`config.mk`:
```
export PLATFORM = sky130hd
export DESIGN_NAME = bfks_cell
export DESIGN_NICKNAME = d
export VERILOG_FILES = /design/src/hdl/bfks_pkg.sv /design/src/hdl/bfks_cell.sv
export SDC_FILE = /design/constraint.sdc
export NUM_CORES = 1
export LEC_CHECK = 0
export BUFFER_PORTS_ARGS = -buffer_cell sky130_fd_sc_hd__buf_2
export CAP_MARGIN = 20
export CORE_AREA = 5 5 116 118
export CTS_CLUSTER_DIAMETER = 80
export CTS_CLUSTER_SIZE = 8
export DETAILED_ROUTE_END_ITERATION = 7
export DIE_AREA = 0 0 121 123
export HOLD_SLACK_MARGIN = 0.05
export PLACE_DENSITY = 0.83
export SETUP_SLACK_MARGIN = 0.3
export SYNTH_ARGS = -nofsm -noshare
export SYNTH_HDL_FRONTEND = slang
export SYNTH_SLANG_ARGS = --single-unit
```
`constraint.sdc`:
```
create_clock -name clk_i -period 7.4 [get_ports clk_i]
set_clock_uncertainty 0.1 [all_clocks]
set_input_delay 0.74 -clock clk_i [delete_from_list [all_inputs] [get_ports clk_i]]
set_output_delay 0.74 -clock clk_i [all_outputs]
set_load 0.03 [all_outputs]
```
`src/hdl/bfks_pkg.sv`:
```
// Shared types, codes and constants of the vector store.
`timescale 1ns / 1ps
package bfks_pkg;

  localparam int MAX_DIM_DEF      = 128;
  localparam int STORE_DEPTH_DEF  = 256;
  localparam int MAX_K_DEF        = 16;
  localparam int ELEMENT_BITS_DEF = 16;

  localparam int ID_W    = 32;
  localparam int SCORE_W = 42;
  localparam int RANK_W  = 4;
  localparam int STAT_W  = 2;
  localparam int CMD_W   = 3;
  localparam int CFG_IDX_W  = 2;
  localparam int CFG_DATA_W = 8;

  localparam logic signed [SCORE_W-1:0] SCORE_MAX = {1'b0, {(SCORE_W-1){1'b1}}};
  localparam logic signed [SCORE_W-1:0] SCORE_MIN = {1'b1, {(SCORE_W-1){1'b0}}};

  typedef enum logic [CMD_W-1:0] {
    CMD_INSERT      = 3'd0,
    CMD_REMOVE      = 3'd1,
    CMD_CLEAR       = 3'd2,
    CMD_QUERY       = 3'd3,
    CMD_ALLOW       = 3'd4,
    CMD_CLEAR_MARKS = 3'd5
  } cmd_e;

  localparam logic [STAT_W-1:0] STATUS_OK        = 2'd0;
  localparam logic [STAT_W-1:0] STATUS_FULL      = 2'd1;
  localparam logic [STAT_W-1:0] STATUS_NOT_FOUND = 2'd2;

  localparam logic [CFG_IDX_W-1:0] CFG_METRIC = 2'd0;
  localparam logic [CFG_IDX_W-1:0] CFG_COUNT  = 2'd1;
  localparam logic [CFG_IDX_W-1:0] CFG_DIM    = 2'd2;

  typedef struct packed {
    logic                      valid;
    logic [ID_W-1:0]           id;
    logic signed [SCORE_W-1:0] score;
  } slot_t;

  typedef struct packed {
    logic clear;
    logic insert;
    logic shift;
    logic metric_ip;
  } chain_ctrl_t;

endpackage

```
`src/hdl/bfks_cell.sv`:
```
// One cell of the sorted result chain: holds a ranked slot and trades with its neighbours.
`timescale 1ns / 1ps
module bfks_cell (
  input  logic                  clk_i,
  input  logic                  rst_ni,
  input  bfks_pkg::chain_ctrl_t ctrl_i,
  input  bfks_pkg::slot_t       cand_i,
  input  bfks_pkg::slot_t       prev_i,
  input  logic                  prev_take_i,
  input  bfks_pkg::slot_t       next_i,
  output logic                  take_o,
  output bfks_pkg::slot_t       slot_o
);
  import bfks_pkg::*;

  slot_t slot_q, slot_d;
  logic  better;

  // A candidate only displaces a slot that it strictly beats, so ties keep the earlier entry.
  always_comb begin
    better = ctrl_i.metric_ip ? ($signed(cand_i.score) > $signed(slot_q.score))
                              : ($signed(cand_i.score) < $signed(slot_q.score));
    take_o = !slot_q.valid || better;
    slot_d = slot_q;
    priority if (ctrl_i.clear) begin
      slot_d = '0;
    end else if (ctrl_i.insert) begin
      if (prev_take_i) begin
        slot_d = prev_i;
      end else if (take_o) begin
        slot_d       = cand_i;
        slot_d.valid = 1'b1;
      end
    end else if (ctrl_i.shift) begin
      slot_d = next_i;
    end
  end

  always_ff @(posedge clk_i or negedge rst_ni) begin
    if (!rst_ni) begin
      slot_q <= '0;
    end else begin
      slot_q <= slot_d;
    end
  end

  assign slot_o = slot_q;

endmodule

```
==> results of run 1 <==
==> routing by layer <==
layer	up-vias	GRT usage	part of all wire
met5	-	0	0
li1	2893	-	-
met1	2718	0.293	0.41
met3	29	0.0430	0.076
met2	236	0.399	0.49
met4	0	0.0793	0.021
==> worst max-delay path: stages <==
cell	delay, ps
sky130_fd_sc_hd__buf_2	110
sky130_fd_sc_hd__ha_1	310
sky130_fd_sc_hd__nand4_1	180
sky130_fd_sc_hd__nor4_1	530
sky130_fd_sc_hd__and3_1	310
sky130_fd_sc_hd__o221ai_2	140
sky130_fd_sc_hd__and4_4	210
sky130_fd_sc_hd__nor3_1	450
sky130_fd_sc_hd__o41a_2	680
sky130_fd_sc_hd__buf_4	540
sky130_fd_sc_hd__a22o_1	210
==> stage by stage <==
stage               setup WS, ps  power (mW)
floorplan                   4070       0.729
global placement            2870       0.871
detailed placement          2820       0.880
CTS                         3150        1.44
global route                2920        1.50
finish                      3130        1.43
==> cell usage in the layout (no fill, tap or decap), drive strengths merged <==
cell type | synthesis | layout
a2111oi | 1 | 1
a211oi | 1 | 1
a21o | 2 | 2
a21oi | 16 | 16
a221o | 1 | 1
a22o | 75 | 75
a22oi | 1 | 1
a31oi | 3 | 3
and3 | 1 | 1
and4 | 1 | 1
buf | 21 | 310
bufinv | 0 | 4
clkbuf | 29 | 12
dfrtp | 75 | 75
ha | 42 | 42
inv | 45 | 45
mux2 | 73 | 73
nand2 | 162 | 162
nand3 | 7 | 7
nand4 | 6 | 6
nor2 | 4 | 4
nor2b | 1 | 1
nor3 | 2 | 2
nor3b | 1 | 1
nor4 | 3 | 3
o211a | 1 | 1
o21a | 3 | 3
o21ai | 79 | 79
o21bai | 1 | 1
o221ai | 1 | 1
o2bb2ai | 1 | 1
o31ai | 1 | 1
o41a | 1 | 1
or3 | 2 | 2
==> area by class of cell <==
cell class | instances | area [µm²]
fillers | 1108 | 4740
multi-input cells | 493 | 3410
flip-flops and latches | 75 | 1880
repair buffers | 310 | 1570
clock buffers | 12 | 256
well taps | 172 | 215
inverters | 45 | 169
clock inverters | 4 | 120
==> Yosys cell counts (2+ instances only) <==
cell,instances,area [µm²]
sky130_fd_sc_hd__a21o_1,2,15.0
sky130_fd_sc_hd__a21oi_1,16,80.1
sky130_fd_sc_hd__a22o_1,75,657
sky130_fd_sc_hd__a31oi_1,3,18.8
sky130_fd_sc_hd__buf_1,7,26.3
sky130_fd_sc_hd__buf_2,3,15.0
sky130_fd_sc_hd__buf_4,6,45.0
sky130_fd_sc_hd__buf_6,5,56.3
sky130_fd_sc_hd__clkbuf_1,29,109
sky130_fd_sc_hd__dfrtp_1,75,1880
sky130_fd_sc_hd__ha_1,42,526
sky130_fd_sc_hd__inv_1,45,169
sky130_fd_sc_hd__mux2_2,73,822
sky130_fd_sc_hd__nand2_1,162,608
sky130_fd_sc_hd__nand3_1,7,35.0
sky130_fd_sc_hd__nand4_1,6,37.5
sky130_fd_sc_hd__nor2_1,4,15.0
sky130_fd_sc_hd__nor3_1,2,10.0
sky130_fd_sc_hd__nor4_1,3,18.8
sky130_fd_sc_hd__o21a_1,3,22.5
sky130_fd_sc_hd__o21ai_0,79,395
sky130_fd_sc_hd__or3_1,2,12.5
==> logic make-up after synthesis <==
| logic type | count (synthesis) | share of synthesized area |
|---|---|---|
| flops | 75 | 0.330 |
| fa+ha+maj | 42 | 0.0923 |
| compound gates | 188 | 0.225 |
| mux | 73 | 0.144 |
| simple gates | 190 | 0.135 |
| buf+inv | 95 | 0.0738 |
==> where the power goes <==
part           leakage (nW)  total [mW]  internal [mW]  switching [mW]
Clock                 0.183       0.554          0.382           0.172
Sequential            0.988       0.467          0.443          0.0245
Combinational          2.87       0.405          0.169           0.235
Total                  4.04        1.43          0.995           0.431
==> how the worst min path moves through the flow <==
stage	endpoint	slack, ps
3_3_place_gp	slot_o[63]	380
2_1_floorplan	slot_o[0]	340
4_1_cts	slot_o[60]	400
6_report	slot_o[66]	400
5_1_grt	slot_o[68]	420
3_5_place_dp	slot_o[66]	390
==> impl_metrics.yaml, run 1 <==
logic_synthesis:
  total_of_warnings_raised_by_yosys: 0
  ys_async_sr_fraction: 1.00
  synth_area_um2: 5700
  sequential_share_of_the_synthesized_area: 0.330
  postSynthNetCount: 937
  syn-instance-count: 663
  commonest_register_cell_after_synthesis: "sky130_fd_sc_hd__dfrtp_1"
  synth.distinct_cells: 36
  register_bit_count_reported_by_yosys: 75
  synth_edf_count: 0
  synth_area_per_cell_um2: 8.59
power:
  power_leakage_nw: 4.04
  max-vdd-ir-drop_mv: 0.0987
  power.density_nw_per_um2: 187
sta:
  period_share: 0.576
  drv_slew: 0
  relSlewSlack: 0.342
  setup_repair_after_global_routing_missed_its_margin: "no"
  worst_hold_slack_ps: 398
  timing.final.setup_violations: 0
  setup_tns_ps: 0
  fmax_ghz: 0.234
  finalHoldViolations: 0
  tightestPinTransition_ps: 987
  layout_min_cycle_time_ps: 4270
floorplanning:
  starting_density_of_the_core: 0.461
  core-area_um2: 12400
  ioPinCount: 308
  floorplan.rows: 41
  die_width_um: 121
  dieArea_um2: 14900
  die_height_um: 123
global_route:
  global_route.usage.total: 0.232
  antenna_found_initial: 0
  grt_start_max_net_pins: 119
  grt_pass1_wl_um: 27400
  grt_pass1_vias: 5509
  gr-total-overflow: 0
route:
  dr_total_vias: 5876
  drtIter0Drc: 319
  drc_errors: 0
  drt_wl_total_um: 18200
  route.detailed.wl_per_inst_um: 16.3
  ant_nets: 0
  avgViaCountPerCell: 5.29
  drtPass1Iterations: 4
layout:
  nets: 1208
  post-route-util: 0.616
  instances_no_fill: 1111
  area_growth_syn_to_layout_pct: 33.8
  stdcell_area_um2: 7620
  num_antenna_cells: 0
  largest_register_ffs: 75
  post_route_cells_drive_above_1_share: 0.428
clock_network:
  cts_buffers: 9
  cts_tree: "yes"
  cts.sink_count: 75
  h-tree-depth: 3
  insertion_delay_ps: 330
  max-clock-path-buffers: 2
  post-cts-setup-buffers: 0
  post_cts.resized_instances: 0
  cts_hold_buffers: 0
  cts_root_buffer: "sky130_fd_sc_hd__clkbuf_16"
  clk_pin_slew_worst_paths_ps: 60
critical_path:
  setup.reg_to_reg.worst_slack_ps: 3230
  cp_data_arrival_time_ps: 4430
  timing.critical_path.from: "cand_i[40]"
  critPathKind: "in -> reg"
  reg2reg_launch_point: "slot_o[37]"
  cp_max_fo: 43
  endpoint: "slot_o[73]"
  setup.worst_path.start_class: "input pin"
  timing.critical_path.required_ps: 7560
  reg2reg_depth: 11
  worst_setup_path_end_kind: "flip-flop"
  timing.rr.end: "slot_o[73]"
outcome:
  run_status: "finished clean"
place:
  postPlaceCellArea_um2: 7240
  placedCellCount: 1095
  dp_hpwl_um: 13600
  port_buffers: 306
  gp_routability_congestion: 0.810
worst_hold_path:
  timing.hold.worst_path_depth: 1
  min_delay_path_class: "reg -> reg"
  hold_path_startpoint: "slot_o[66]"
run:
  max_cap_viol_count: 0
Power figures use the tool's default switching activity.
==> run 2, diff against run 1 <==
--- a/config.mk
+++ b/config.mk
@@ -7,13 +7,14 @@
 export LEC_CHECK = 0
 export BUFFER_PORTS_ARGS = -buffer_cell sky130_fd_sc_hd__buf_2
 export CAP_MARGIN = 20
-export CORE_AREA = 5 5 116 118
+export CORE_ASPECT_RATIO = 1.4
+export CORE_MARGIN = 5
+export CORE_UTILIZATION = 46
 export CTS_CLUSTER_DIAMETER = 80
 export CTS_CLUSTER_SIZE = 8
 export DETAILED_ROUTE_END_ITERATION = 7
-export DIE_AREA = 0 0 121 123
 export HOLD_SLACK_MARGIN = 0.05
-export PLACE_DENSITY = 0.83
+export PLACE_DENSITY = 0.82
 export SETUP_SLACK_MARGIN = 0.3
 export SYNTH_ARGS = -nofsm -noshare
 export SYNTH_HDL_FRONTEND = slang
==> constraint.sdc (replaced) <==
create_clock -name clk_i -period 4.25 [get_ports clk_i]
set_clock_uncertainty 0.1 [all_clocks]
set_input_delay 0.425 -clock clk_i [delete_from_list [all_inputs] [get_ports clk_i]]
set_output_delay 0.425 -clock clk_i [all_outputs]
set_load 0.03 [all_outputs]
==> impl_metrics.yaml, run 2 (synthesis gave the netlist of run 1 again) <==
sta:
  relSlewSlack: 0.326
  worst_hold_slack_ps: 357
  setup_repair_after_global_routing_missed_its_margin: "no"
  timing.final.setup_violations: 0
  finalHoldViolations: 0
  timing.final.ws_setup_ps: 618
  drv_slew: 0
  layout_min_cycle_time_ps: 3630
  tightestPinTransition_ps: 1010
  period_share: 0.854
  fmax_ghz: 0.275
  setup_tns_ps: 0
critical_path:
  critPathKind: "reg -> out"
  cp_max_fo: 4
  timing.critical_path.required_ps: 3720
  setup.worst_path.start_class: "flip-flop"
  reg2reg_launch_point: "slot_o[40]"
  worst_setup_path_end_kind: "output port"
  cp_data_arrival_time_ps: 3110
  max_stage_delay_ps: 450
  timing.critical_path.from: "slot_o[40]"
  timing.critical_path.slowest_stage_cell: "sky130_fd_sc_hd__nor4_2"
  timing.critical_path.cells: "inv_1, ha_1, nand4_1, nor4_2, and3_1, o221ai_2, and4_4, nor3_1, nor2_1, nand2_1, buf_2"
clock_network:
  h-tree-depth: 3
  insertion_delay_ps: 330
  post-cts-setup-buffers: 0
  clk_pin_slew_worst_paths_ps: 60
  max-clock-path-buffers: 2
  cts_root_buffer: "sky130_fd_sc_hd__clkbuf_16"
  cts_tree: "yes"
  cts_buffers: 9
  cts.sink_count: 75
route:
  drtIter0Drc: 179
  ant_nets: 0
  route.detailed.wl_per_inst_um: 17.3
  drtPass1Iterations: 4
  avgViaCountPerCell: 5.48
  drc_errors: 0
  drt_wl_total_um: 18800
  dr_total_vias: 5979
floorplanning:
  dieArea_um2: 14700
  starting_density_of_the_core: 0.465
  die_width_um: 104
  core-area_um2: 12300
  die_height_um: 142
  floorplan.rows: 48
  ioPinCount: 308
power:
  power.density_nw_per_um2: 307
  clock_power_share: 0.342
  max-vdd-ir-drop_mv: 0.185
  power.share.switching: 0.321
  seq_power_share: 0.350
  power_leakage_nw: 4.03
  comb_power_share: 0.308
  intPower_mw: 1.58
  net-switching-power_uw: 747
  tot_pwr_mw: 2.32
layout:
  layout.cells.most_common: "sky130_fd_sc_hd__buf_2"
  register_area_um2: 1880
  largest_register_ffs: 75
  nFillCells: 1098
  post-route-util: 0.619
  instances_no_fill: 1091
  stdcell_area_um2: 7580
  multi_input_gate_area_in_the_final_layout_um2: 3420
  mostFrequentLayoutCells: "sky130_fd_sc_hd__buf_2, sky130_fd_sc_hd__nand2_1, sky130_fd_sc_hd__o21ai_0"
  post_route_cells_drive_above_1_share: 0.430
  num_antenna_cells: 0
  area_growth_syn_to_layout_pct: 33.1
  nets: 1212
place:
  placement.setup.worst_slack_ps: 472
  postPlaceCellArea_um2: 7230
  port_buffers: 306
  gp_routability_congestion: 0.825
  placedCellCount: 1075
  dp_hpwl_um: 14300
global_route:
  gr-total-overflow: 0
  antenna_found_initial: 0
  global_route.usage.total: 0.244
  grt_pass1_vias: 6039
  grt_start_max_net_pins: 95
  grt_pass1_wl_um: 29700
worst_hold_path:
  min_delay_path_class: "in -> async"
outcome:
  run_status: "finished clean"
run:
  max_cap_viol_count: 0
[run 2: cell count changes in the layout (fill, tap and decap cells not counted), moves of 2 or more]
| cell | delta |
|---|---|
| sky130_fd_sc_hd__buf_4 | +2 |
| sky130_fd_sc_hd__bufinv_16 | -2 |
| sky130_fd_sc_hd__clkbuf_8 | -2 |
| sky130_fd_sc_hd__clkinvlp_4 | +2 |
[run 2: area by class of cell]
type,instances,share of cell area
repair buffers,314,0.214
flip-flops and latches,75,0.248
clock inverters,5,0.0106
multi-input cells,493,0.451
clock buffers,9,0.0297
inverters,45,0.0223
well taps,150,0.0248
[run 2: repair_timing]
action,CTS,global route
resized for setup,0,1
hold endpoints to repair,0,5
setup endpoints to repair,0,1
hold buffers,0,1
[run 2: worst max-delay path: cells and delay by family, from the launching register on]
kind | cells | cell delay, ps
DFF | 1 | 360
AOI/OAI and AO/OA | 1 | 120
and+or+nand+nor | 7 | 1750
adders and majority gates | 1 | 300
buffers and inverters | 2 | 250
[run 2: worst paths after layout]
check	slack, ps	endpoint	cells past startpoint
max in group asynchronous	3090	slot_o[28]	3
min reg2reg	400	slot_o[64]	1
max	620	take_o	11
min in group clk_i	390	slot_o[67]	4
max reg2reg	780	slot_o[3]	11
min	360	slot_o[19]	2
[run 2: per-layer routing]
layer,up-vias,global-route usage,part of all wire
li1,2894,-,-
met1,2812,0.285,0.39
met2,235,0.432,0.52
met3,38,0.0455,0.061
met4,0,0.111,0.031
met5,-,0,0
[run 2: power by group through the flow]
| stage | Sequential (mW) | Combinational (mW) | Clock (mW) |
|---|---|---|---|
| floorplan | 0.934 | 0.335 | 0 |
| global placement | 0.822 | 0.698 | 0 |
| detailed placement | 0.824 | 0.715 | 0 |
| CTS | 0.813 | 0.718 | 0.814 |
| global route | 0.821 | 0.788 | 0.838 |
| finish | 0.813 | 0.717 | 0.795 |
